### src/sv/vuh_pkg.sv
package vuh_pkg;

    // key store geometry
    localparam int unsigned KEY_DEPTH = 41;
    localparam int unsigned KEY_AW    = $clog2(KEY_DEPTH);

    // bytes of h3 appended after h2
    localparam int unsigned TAIL_BYTES = 2;
    localparam int unsigned TAIL_USED  = (TAIL_BYTES > 8) ? 8 : TAIL_BYTES;
    localparam logic [3:0]  TAIL_OB    = 4'(TAIL_USED);
    localparam logic [2:0]  TAIL_STEP  = (TAIL_USED > 0) ? 3'd1 : 3'd0;

    // item kinds
    localparam logic [1:0] KIND_SEED = 2'd0;
    localparam logic [1:0] KIND_MSG  = 2'd1;
    localparam logic [1:0] KIND_MASK = 2'd2;

    // reduction polynomials, low part
    localparam logic [10:0] POLY_64  = 11'h01B;
    localparam logic [10:0] POLY_LOW = 11'h087;
    localparam logic [10:0] POLY_256 = 11'h425;

    // request to the shared field multiplier
    typedef struct packed {
        logic        start;
        logic [1:0]  nwm1;
        logic [10:0] poly;
    } mul_req_t;

    // low n bytes set, n above 8 taken as 8
    function automatic logic [63:0] bytes_mask(input logic [3:0] n);
        logic [63:0] m;
        m = '0;
        for (int i = 0; i < 8; i++)
        begin
            if (n > 4'(i))
                m[i*8 +: 8] = 8'hFF;
        end
        return m;
    endfunction

    // words 0..nwm1 set
    function automatic logic [255:0] word_mask(input logic [1:0] nwm1);
        logic [255:0] m;
        m = '0;
        for (int i = 0; i < 4; i++)
        begin
            if (nwm1 >= 2'(i))
                m[i*64 +: 64] = '1;
        end
        return m;
    endfunction

    // words per field element minus one
    function automatic logic [1:0] level_nwm1(input logic [1:0] level);
        logic [1:0] r;
        case (level)
            2'd0:    r = 2'd1;
            2'd1:    r = 2'd2;
            default: r = 2'd3;
        endcase
        return r;
    endfunction

endpackage

### src/sv/vuh_gf_mul.sv
module vuh_gf_mul (
    input  logic              clk,
    input  logic              rst_n,
    input  vuh_pkg::mul_req_t req,
    input  logic [255:0]      a,
    input  logic [255:0]      b,
    output logic              done,
    output logic [255:0]      product
);

    logic         busy_reg;
    logic         done_reg;
    logic [7:0]   bit_reg;
    logic [1:0]   nwm1_reg;
    logic [10:0]  poly_reg;
    logic [255:0] a_reg;
    logic [255:0] b_reg;
    logic [255:0] acc_reg;
    logic [255:0] acc_next;
    logic [7:0]   top;

    // one bit of b per cycle, msb first: shift, reduce, add a
    always_comb
    begin
        top      = {nwm1_reg, 6'h3F};
        acc_next = (acc_reg << 1) & vuh_pkg::word_mask(nwm1_reg);
        if (acc_reg[top])
            acc_next[10:0] = acc_next[10:0] ^ poly_reg;
        if (b_reg[bit_reg])
            acc_next = acc_next ^ a_reg;
    end

    always_ff @(posedge clk or negedge rst_n)
    begin
        if (!rst_n)
        begin
            busy_reg <= 1'b0;
            done_reg <= 1'b0;
            bit_reg  <= '0;
            nwm1_reg <= '0;
            poly_reg <= '0;
            acc_reg  <= '0;
        end
        else
        begin
            if (req.start)
            begin
                busy_reg <= 1'b1;
                done_reg <= 1'b0;
                bit_reg  <= {req.nwm1, 6'h3F};
                nwm1_reg <= req.nwm1;
                poly_reg <= req.poly;
                acc_reg  <= '0;
            end
            else if (busy_reg)
            begin
                acc_reg  <= acc_next;
                done_reg <= (bit_reg == 8'd0);
                if (bit_reg == 8'd0)
                    busy_reg <= 1'b0;
                else
                    bit_reg <= bit_reg - 8'd1;
            end
            else
                done_reg <= 1'b0;
        end
    end

    // operands, trimmed to the field width
    always_ff @(posedge clk)
    begin
        if (req.start)
        begin
            a_reg <= a & vuh_pkg::word_mask(req.nwm1);
            b_reg <= b & vuh_pkg::word_mask(req.nwm1);
        end
    end

    assign done    = done_reg;
    assign product = acc_reg;

endmodule

### config.mk
export PLATFORM = sky130hd
export DESIGN_NAME = vuh_gf_mul
export DESIGN_NICKNAME = d
export VERILOG_FILES = /design/src/sv/vuh_pkg.sv /design/src/sv/vuh_gf_mul.sv
export SDC_FILE = /design/constraint.sdc
export NUM_CORES = 1
export LEC_CHECK = 0
export ABC_AREA = 1
export BUFFER_PORTS_ARGS = -buffer_cell sky130_fd_sc_hd__clkbuf_2
export CAP_MARGIN = 0
export CORE_UTILIZATION = 30
export DETAILED_ROUTE_END_ITERATION = 12
export PLACE_DENSITY = 0.46
export SLEW_MARGIN = 20
export SYNTH_ARGS = -nofsm -noshare
export SYNTH_HDL_FRONTEND = slang
export SYNTH_SLANG_ARGS = --single-unit
### constraint.sdc
create_clock -name clk -period 5.3 [get_ports clk]
set_input_delay 1.06 -clock clk [delete_from_list [all_inputs] [get_ports clk]]
set_output_delay 1.06 -clock clk [all_outputs]
set_load 0.01 [all_outputs]
Word-level counts from Yosys, hierarchy flattened --
Index checks and enable logic that the tools add are counted.
Word-level totals: output and inout bits 257, logic and storage cells 56, flip-flop bits (word level) 791, input port bits 528
Operators by class: muxes and demuxes 28, add/subtract/negate cells 1, reduce and logical (&&, ||, !) cells 3, equal/unequal tests 1, bitwise gates (word level) 5, order comparisons 10
Operators with widths (count):
- $and 256x256->256 | 3
- $mux 256 | 3
- $mux 64 | 12
- $xor 256x256->256 | 1
- $mux 8 | 3
- $lt 8x9->1 const B | 2
- $mux 11 | 1
- $xor 11x11->11 | 1
- $bmux 1 s8 | 1
- $ge 2x1->1 const B | 4
- $ge 2x2->1 const B | 4
- $logic_not 8->1 | 1
- $sub 8x1->8 const B | 1
- $mux 1 | 7
- $bmux 1 s2 | 1
- $ne 2x2->1 const B | 1
- $reduce_and 2->1 | 1
- $reduce_bool 2->1 | 1

Longest topological paths before layout --
Gate-level depths: netlist of the first run.
word-level depth 9, gate-level depth with buffers 20, depth with buffers taken out 16

Least setup slack after synthesis of the first run --
OpenSTA, ideal clock, no wires.
path type flip-flop to flip-flop, from register bit_reg[0], to register acc_reg[90], in the netlist product[90], cell stages (with the launch flop) 18, library setup time 0.118 ns, setup slack 3.187 ns, period minus slack after synthesis 2.113 ns, arrival time 1.995 ns, required time 5.182 ns, cells stage by stage dfrtp_1 > buf_6 > buf_6 > buf_2 > nor2_1 > nor2_1 > o21ai_1 > nand3_1 > nand3_1 > nand2_1 > a21oi_1 > nand3_1 > nand3_2 > buf_2 > buf_2 > nand3_1 > nand3_1 > nand2_1
On the way: word-level cells in the longest chain between the ends 5
RTL lines:
- start: declaration | line vuh_gf_mul.sv:13 | logic [7:0] bit_reg;
- start signal: assignment | line vuh_gf_mul.sv:50 | bit_reg <= {req.nwm1, 6'h3F};
- start signal: assignment | line vuh_gf_mul.sv:62 | bit_reg <= bit_reg - 8'd1;
- $bmux 1 s8 | line vuh_gf_mul.sv:29 | if (b_reg[bit_reg])
- $mux 1 (implied by the code) | line vuh_gf_mul.sv:29
- $mux 256 | line vuh_gf_mul.sv:29
- $mux 256 | line vuh_gf_mul.sv:55 | else if (busy_reg)
- $mux 256 | line vuh_gf_mul.sv:46 | if (req.start)
- end signal: assignment | line vuh_gf_mul.sv:57 | acc_reg <= acc_next;
- end: declaration | line vuh_gf_mul.sv:18 | logic [255:0] acc_reg;
Every way passes these cells. The select of a mux whose other input is x is not followed. A chain may end at the register's enable or synchronous reset.

Worst setup path after layout of the first run --
from register bit_reg[1], to register acc_reg[89], in the netlist product[89]
The elaborated chain is that of the path after synthesis.

==> impl_metrics.env, run 1 <==
export IMPL_status="finished clean"
export IMPL_max_vdd_ir_drop_mv=0.2691
export IMPL_cts_setup_buffers=0
export IMPL_clockBufferDepth=3
export IMPL_drtIter0Drc=2310
export IMPL_netlist_area_mm2=0.03832
export IMPL_critPathBufInv=3
export IMPL_synthCells=4345
export IMPL_cap_violations=0
export IMPL_hold_violations=0
export IMPL_grt_max_degree=168
export IMPL_grt_use_met2=0.3419
export IMPL_cp_data_required_time_ps=5850
export IMPL_ant_nets=0
export IMPL_num_rows=130
export IMPL_seqCellArea_mm2=0.02237
export IMPL_coreArea_mm2=0.1262
export IMPL_globalRouteMet3Util=0.02888
export IMPL_cp_max_fo=62
export IMPL_ys_seq_area_frac=0.5834
export IMPL_routabilityCongestion=0.8267
export IMPL_p_per_area_mw_per_mm2=388.8
export IMPL_final_cell_mix="nand2_1, clkbuf_2, nand3_1"
export IMPL_place_port_buffers=784
export IMPL_period_share=0.7388
export IMPL_start_util=0.3036
export IMPL_setup_viol=0
export IMPL_dp_cells=6567
export IMPL_fp_dieW_um=359.4
export IMPL_cp_start_kind="flip-flop"
export IMPL_synth_area_leaders="edfxtp_1, dfrtp_1, nand2_1"
export IMPL_htreeDepth=3
export IMPL_finalSetupTns_ps=0
export IMPL_path_class="reg -> reg"
export IMPL_grt_use_met1=0.2714
export IMPL_cts_tree="built"
export IMPL_ios=785
export IMPL_area_growth_syn_to_layout_pct=22.44
export IMPL_setup_worst_path_end_class="flip-flop"
export IMPL_grt_busiest_layer="met2"
export IMPL_drc=0
export IMPL_critPathSlowestCell="inv_2"
export IMPL_wirelength_mm=135.6
export IMPL_num_nets_final=5544
export IMPL_yosys_warnings=0
export IMPL_clk_pin_slew_ps=60
export IMPL_antenna_found_initial=24
export IMPL_worstPathArrival_ps=4470
export IMPL_clock_fmax_ghz=0.2554
export IMPL_die_area_mm2=0.1292
export IMPL_cp_cell_sequence="inv_2 -> buf_4 -> nand2_1 -> a21oi_1 -> nor2_1 -> nand2_1 -> nand3_1 -> nand3_1 -> nand3_4 -> nand2_8 -> buf_4 -> nand2_1 -> nand3_1 -> nand2_1"
export IMPL_synth_top_area_cell="edfxtp_1"
export IMPL_rsz0062_at_grt="no"
export IMPL_die_h_um=359.4
export IMPL_hpwl_mm=88.85
export IMPL_cts_hold_buf=0
export IMPL_nFillCells=13010
export IMPL_synth_cell_types=30
export IMPL_leakagePower_nw=23.29
export IMPL_synth_seq_cells=791
export IMPL_tightest_slew_ps=1091
export IMPL_grt_first_pass_wirelength_mm=202.0
export IMPL_path_delay_family="buffers and inverters"
export IMPL_dr_total_vias=31293
export IMPL_clock_latency_ps=680
export IMPL_synth_avg_cell_area_um2=8.819
export IMPL_grt_overflow=0
export IMPL_stdcell_count=6753
export IMPL_synth_top_area_frac=0.4012
export IMPL_drt_pass1_iter_count=6
export IMPL_slew_viol_final=0
export IMPL_grt_pass1_vias=30593
export IMPL_cts_root_buffer="clkbuf_16"
export IMPL_cpMostUsedCell="nand2_1"
export IMPL_skew_ps=29.53
export IMPL_hold_class="in -> async"
export IMPL_cts_resized=0
export IMPL_drive_above_1_share=0.1949
export IMPL_avgViaCountPerCell=4.634
export IMPL_grtUsageTotal=0.2059
export IMPL_cts_sinks=791
export IMPL_post_drt_wl_per_cell_um=20.08
export IMPL_fin_hold_ws_ps=423.9
export IMPL_cts_buffers=95
export IMPL_final_common_cell="nand2_1"
export IMPL_synth_nets=4875
export IMPL_multi_input_area_mm2=0.01277
export IMPL_post_route_min_period_ps=3916
export IMPL_maxSlewHeadroom=0.2730
export IMPL_critPathMaxStageDelay_ps=720
[cells by family (layout without fill, tap and decap cells)]
kind of cell	after synthesis	after routing	share of synthesized area
xor gates and xnor gates	267	267	0.06103
AOI/OAI and AO/OA	105	105	0.01453
other	0	12	0
buffers and inverters	788	1534	0.08503
adders and majority gates	2	2	0.0006529
and+or+nand+nor	2392	2392	0.2553
DFF	791	791	0.5834
[per-stage QoR]
| stage | util | area, um^2 | worst slack (ps) | power (mW) |
|---|---|---|---|---|
| floorplan | - | 38320 | 3187 | 10.06 |
| global placement | 0.3466 | 43740 | 1346 | 11.71 |
| detailed placement | 0.3466 | 43740 | 1333 | 11.74 |
| CTS | 0.3715 | 46890 | 1326 | 18.48 |
| global route | 0.3717 | 46920 | 1101 | 19.14 |
| finish | 0.3717 | 46920 | 1384 | 18.24 |
[synth_stat cells]
| cell | count |
|---|---|
| buf_1 | 21 |
| a31oi_1 | 3 |
| o22ai_1 | 4 |
| o21ai_0 | 60 |
| ha_1 | 2 |
| o21ai_1 | 18 |
| nor2_1 | 379 |
| buf_6 | 12 |
| o211ai_1 | 9 |
| edfxtp_1 | 512 |
| nand3_1 | 615 |
| buf_4 | 29 |
| nor2_2 | 1 |
| xnor2_1 | 65 |
| a21oi_1 | 11 |
| clkinv_1 | 2 |
| and3_1 | 2 |
| dfrtp_1 | 279 |
| buf_2 | 81 |
| nand3b_1 | 1 |
| inv_2 | 3 |
| or2_2 | 1 |
| nand2_2 | 1 |
| nand3_2 | 2 |
| inv_1 | 525 |
| nand2_1 | 1386 |
| clkbuf_1 | 115 |
| xor2_1 | 202 |
| nor3_1 | 2 |
| nand4_1 | 2 |
[layer usage]
layer	routed length (um)	vias up
li1	-	15028
met1	59000	15131
met2	65590	936
met3	6367	192
met4	4626	6
met5	40	-
[cell type report]
cell class | count | area share
Sequential cell | 791 | 0.4767
Multi-Input combinational cell | 2766 | 0.2721
Timing Repair Buffer | 830 | 0.09707
Clock buffer | 127 | 0.05715
Tap cell | 1650 | 0.04400
Inverter | 530 | 0.04245
Clock inverter | 47 | 0.009920
Antenna cell | 12 | 0.0006400
[report_power, final]
group	switching, mW	internal [mW]
sequential	0.549	7.35
clock	2.79	3.89
combinational	2.36	1.31
[path summary, 6_finish.rpt]
| check | start | to | slack (ps) | depth (start not counted) |
|---|---|---|---|---|
| worst max-delay path | bit_reg[1] | product[89] | 1380 | 14 |
| worst min-delay path | rst_n | product[49] | 420 | 1 |
| worst max register to register | bit_reg[1] | product[89] | 1380 | 14 |
| worst min register to register | poly_reg[0] | poly_reg[0] | 490 | 2 |
| max in group asynchronous | rst_n | product[132] | 3720 | 2 |
| min in group clk | poly_reg[0] | poly_reg[0] | 490 | 2 |
Power figures use the tool's default switching activity.
==> run 2: changes to the inputs <==
- PLACE_DENSITY: 0.46 -> 0.48
- clock period: 5.3 -> 3.1 ns (I/O delays scaled with it)
==> run 2 against run 1 <==
Net effect: final cell count grew 0.77%; clock skew grew 5.4 ps; worst hold slack lost 320 ps; clock power grew 75%; final area grew 2.0%; total power grew 75%; via count grew 1.5%; sequential cell count is the same; critical path type unchanged; largest cell class unchanged; largest power group unchanged; highest routed layer unchanged.
==> impl_metrics.env, run 2 (synthesized netlist as in run 1, its figures left out) <==
export IMPL_status="finished clean"
export IMPL_leakagePower_nw=23.74
export IMPL_ios=785
export IMPL_worstPathArrival_ps=3500
export IMPL_die_area_mm2=0.1292
export IMPL_fin_hold_ws_ps=106.7
export IMPL_clock_latency_ps=680
export IMPL_maxSlewHeadroom=0.3938
export IMPL_path_class="reg -> reg"
export IMPL_post_drt_wl_per_cell_um=20.10
export IMPL_nFillCells=12997
export IMPL_num_rows=130
export IMPL_avgViaCountPerCell=4.667
export IMPL_clk_pin_slew_ps=60
export IMPL_post_route_min_period_ps=2953
export IMPL_grt_overflow=0
export IMPL_cp_cell_sequence="inv_6 -> buf_16 -> nand2_1 -> nand3_1 -> nand3_1 -> nand3_1 -> nand2_1 -> a21oi_1 -> nand3_1 -> nand3_4 -> buf_16 -> nand3_1 -> nand3_1 -> nand2_1"
export IMPL_hpwl_mm=90.93
export IMPL_cts_buffers=97
export IMPL_setup_viol=0
export IMPL_place_area_mm2=0.04438
export IMPL_slew_viol_final=0
export IMPL_skew_ps=34.95
export IMPL_hold_violations=0
export IMPL_tightest_slew_ps=909.4
export IMPL_final_common_cell="nand2_1"
export IMPL_final_cell_mix="nand2_1, clkbuf_2, nand3_1"
export IMPL_cp_max_fo=95
export IMPL_critPathMaxStageDelay_ps=560
export IMPL_period_share=0.9526
export IMPL_drc=0
export IMPL_dr_total_vias=31761
export IMPL_grt_max_degree=147
export IMPL_critPathSlowestCell="dfrtp_4"
export IMPL_cpMostUsedCell="nand3_1"
export IMPL_num_nets_final=5593
export IMPL_drt_pass1_iter_count=5
export IMPL_hold_start="b[0]"
export IMPL_setup_worst_path_end_class="flip-flop"
export IMPL_cp_startpoint="bit_reg[0]"
export IMPL_drive_above_1_share=0.2022
export IMPL_antenna_found_initial=13
export IMPL_dp_slack_ps=23.43
export IMPL_cp_start_kind="flip-flop"
export IMPL_grt_first_pass_wirelength_mm=201.0
export IMPL_area_growth_syn_to_layout_pct=24.91
export IMPL_cp_data_required_time_ps=3650
export IMPL_grtUsageTotal=0.2051
export IMPL_cap_violations=0
export IMPL_start_util=0.3036
export IMPL_regToRegStartpoint="bit_reg[0]"
export IMPL_ant_nets=0
export IMPL_coreArea_mm2=0.1262
export IMPL_max_vdd_ir_drop_mv=0.3986
export IMPL_place_port_buffers=784
export IMPL_routabilityCongestion=0.8146
export IMPL_die_h_um=359.4
export IMPL_rsz0062_at_grt="yes"
export IMPL_design_area_mm2=0.04787
export IMPL_hold_class="in -> reg"
export IMPL_clock_fmax_ghz=0.3386
export IMPL_htreeDepth=3
export IMPL_cts_root_buffer="clkbuf_16"
export IMPL_cts_tree="built"
export IMPL_design_power_total_mw=31.90
export IMPL_wirelength_mm=136.8
export IMPL_p_per_area_mw_per_mm2=666.4
export IMPL_setup_ws_ps=146.8
export IMPL_clockBufferDepth=3
export IMPL_grt_pass1_vias=31056
export IMPL_cts_sinks=791
export IMPL_fp_dieW_um=359.4
export IMPL_drtIter0Drc=2693
-- run 2: changes by cell type in the layout (fill, tap and decap cells not counted), sizes merged --
cell / before / now
inv: 530 / 536
dlygate4sd3: 0 / 1
bufinv: 7 / 9
clkbuf: 908 / 918
buf: 49 / 90
clkinv: 40 / 36
clkinvlp: 0 / 1
diode: 12 / 7
-- run 2: final cells by class --
type | count | area, um^2 | share of cell area
sequential | 791 | 22370 | 0.4672
multi-input combinational | 2766 | 12770 | 0.2668
timing repair buffer | 877 | 5406 | 0.1129
clock buffer | 132 | 2710 | 0.05662
tap | 1650 | 2064 | 0.04313
inverter | 530 | 1994 | 0.04167
clock inverter | 52 | 536.8 | 0.01121
antenna | 7 | 17.52 | 0.0003660
-- run 2: power by group --
group	switching (mW)	internal [mW]	total [mW]
Sequential	1.02	12.6	13.6
Combinational	4.12	2.51	6.63
Clock	4.79	6.90	11.7
-- run 2: final timing paths --
kind / end / slack (ps) / depth (start not counted)
worst max-delay path: product[201] / 150 / 14
worst min-delay path: b_reg[0] / 110 / 1
worst max register to register: product[201] / 150 / 14
worst min register to register: poly_reg[0] / 480 / 2
max in group asynchronous: product[115] / 1740 / 3
min in group asynchronous: product[80] / 550 / 2
-- run 2: per-stage QoR --
step / utilization / TNS, ps / instances
floorplan: - / 0 / 4345
global placement: 0.3516 / 0 / 6607
detailed placement: 0.3516 / 0 / 6607
CTS: 0.3775 / 0 / 6792
global route: 0.3791 / -4.262 / 6800
finish: 0.3792 / 0 / 6805
-- run 2: routing by layer --
layer  up-vias  global-route usage  part of all wire
li1      15149                   -                 -
met1     15357              0.2729              0.43
met2      1067              0.3387              0.48
met3       180             0.03435             0.057
met4         8             0.06522             0.031
met5         -                   0           0.00038
-- run 2: worst max-delay path, delay by kind of cell, from the launching register on --
kind	cells	cell delay, ps
flip-flops	1	560
AND/OR/NAND/NOR	10	1250
buffers and inverters	3	790
AO/OA/AOI/OAI	1	120
-- run 2: what timing repair did --
| action | CTS | global route |
|---|---|---|
| resized for setup | 1 | 13 |
| endpoints found under the setup margin | 1 | 235 |
| endpoints found under the hold margin | 57 | 0 |
| setup buffers | 0 | 1 |
| gates cloned | 0 | 5 |
| hold buffers | 1 | 0 |
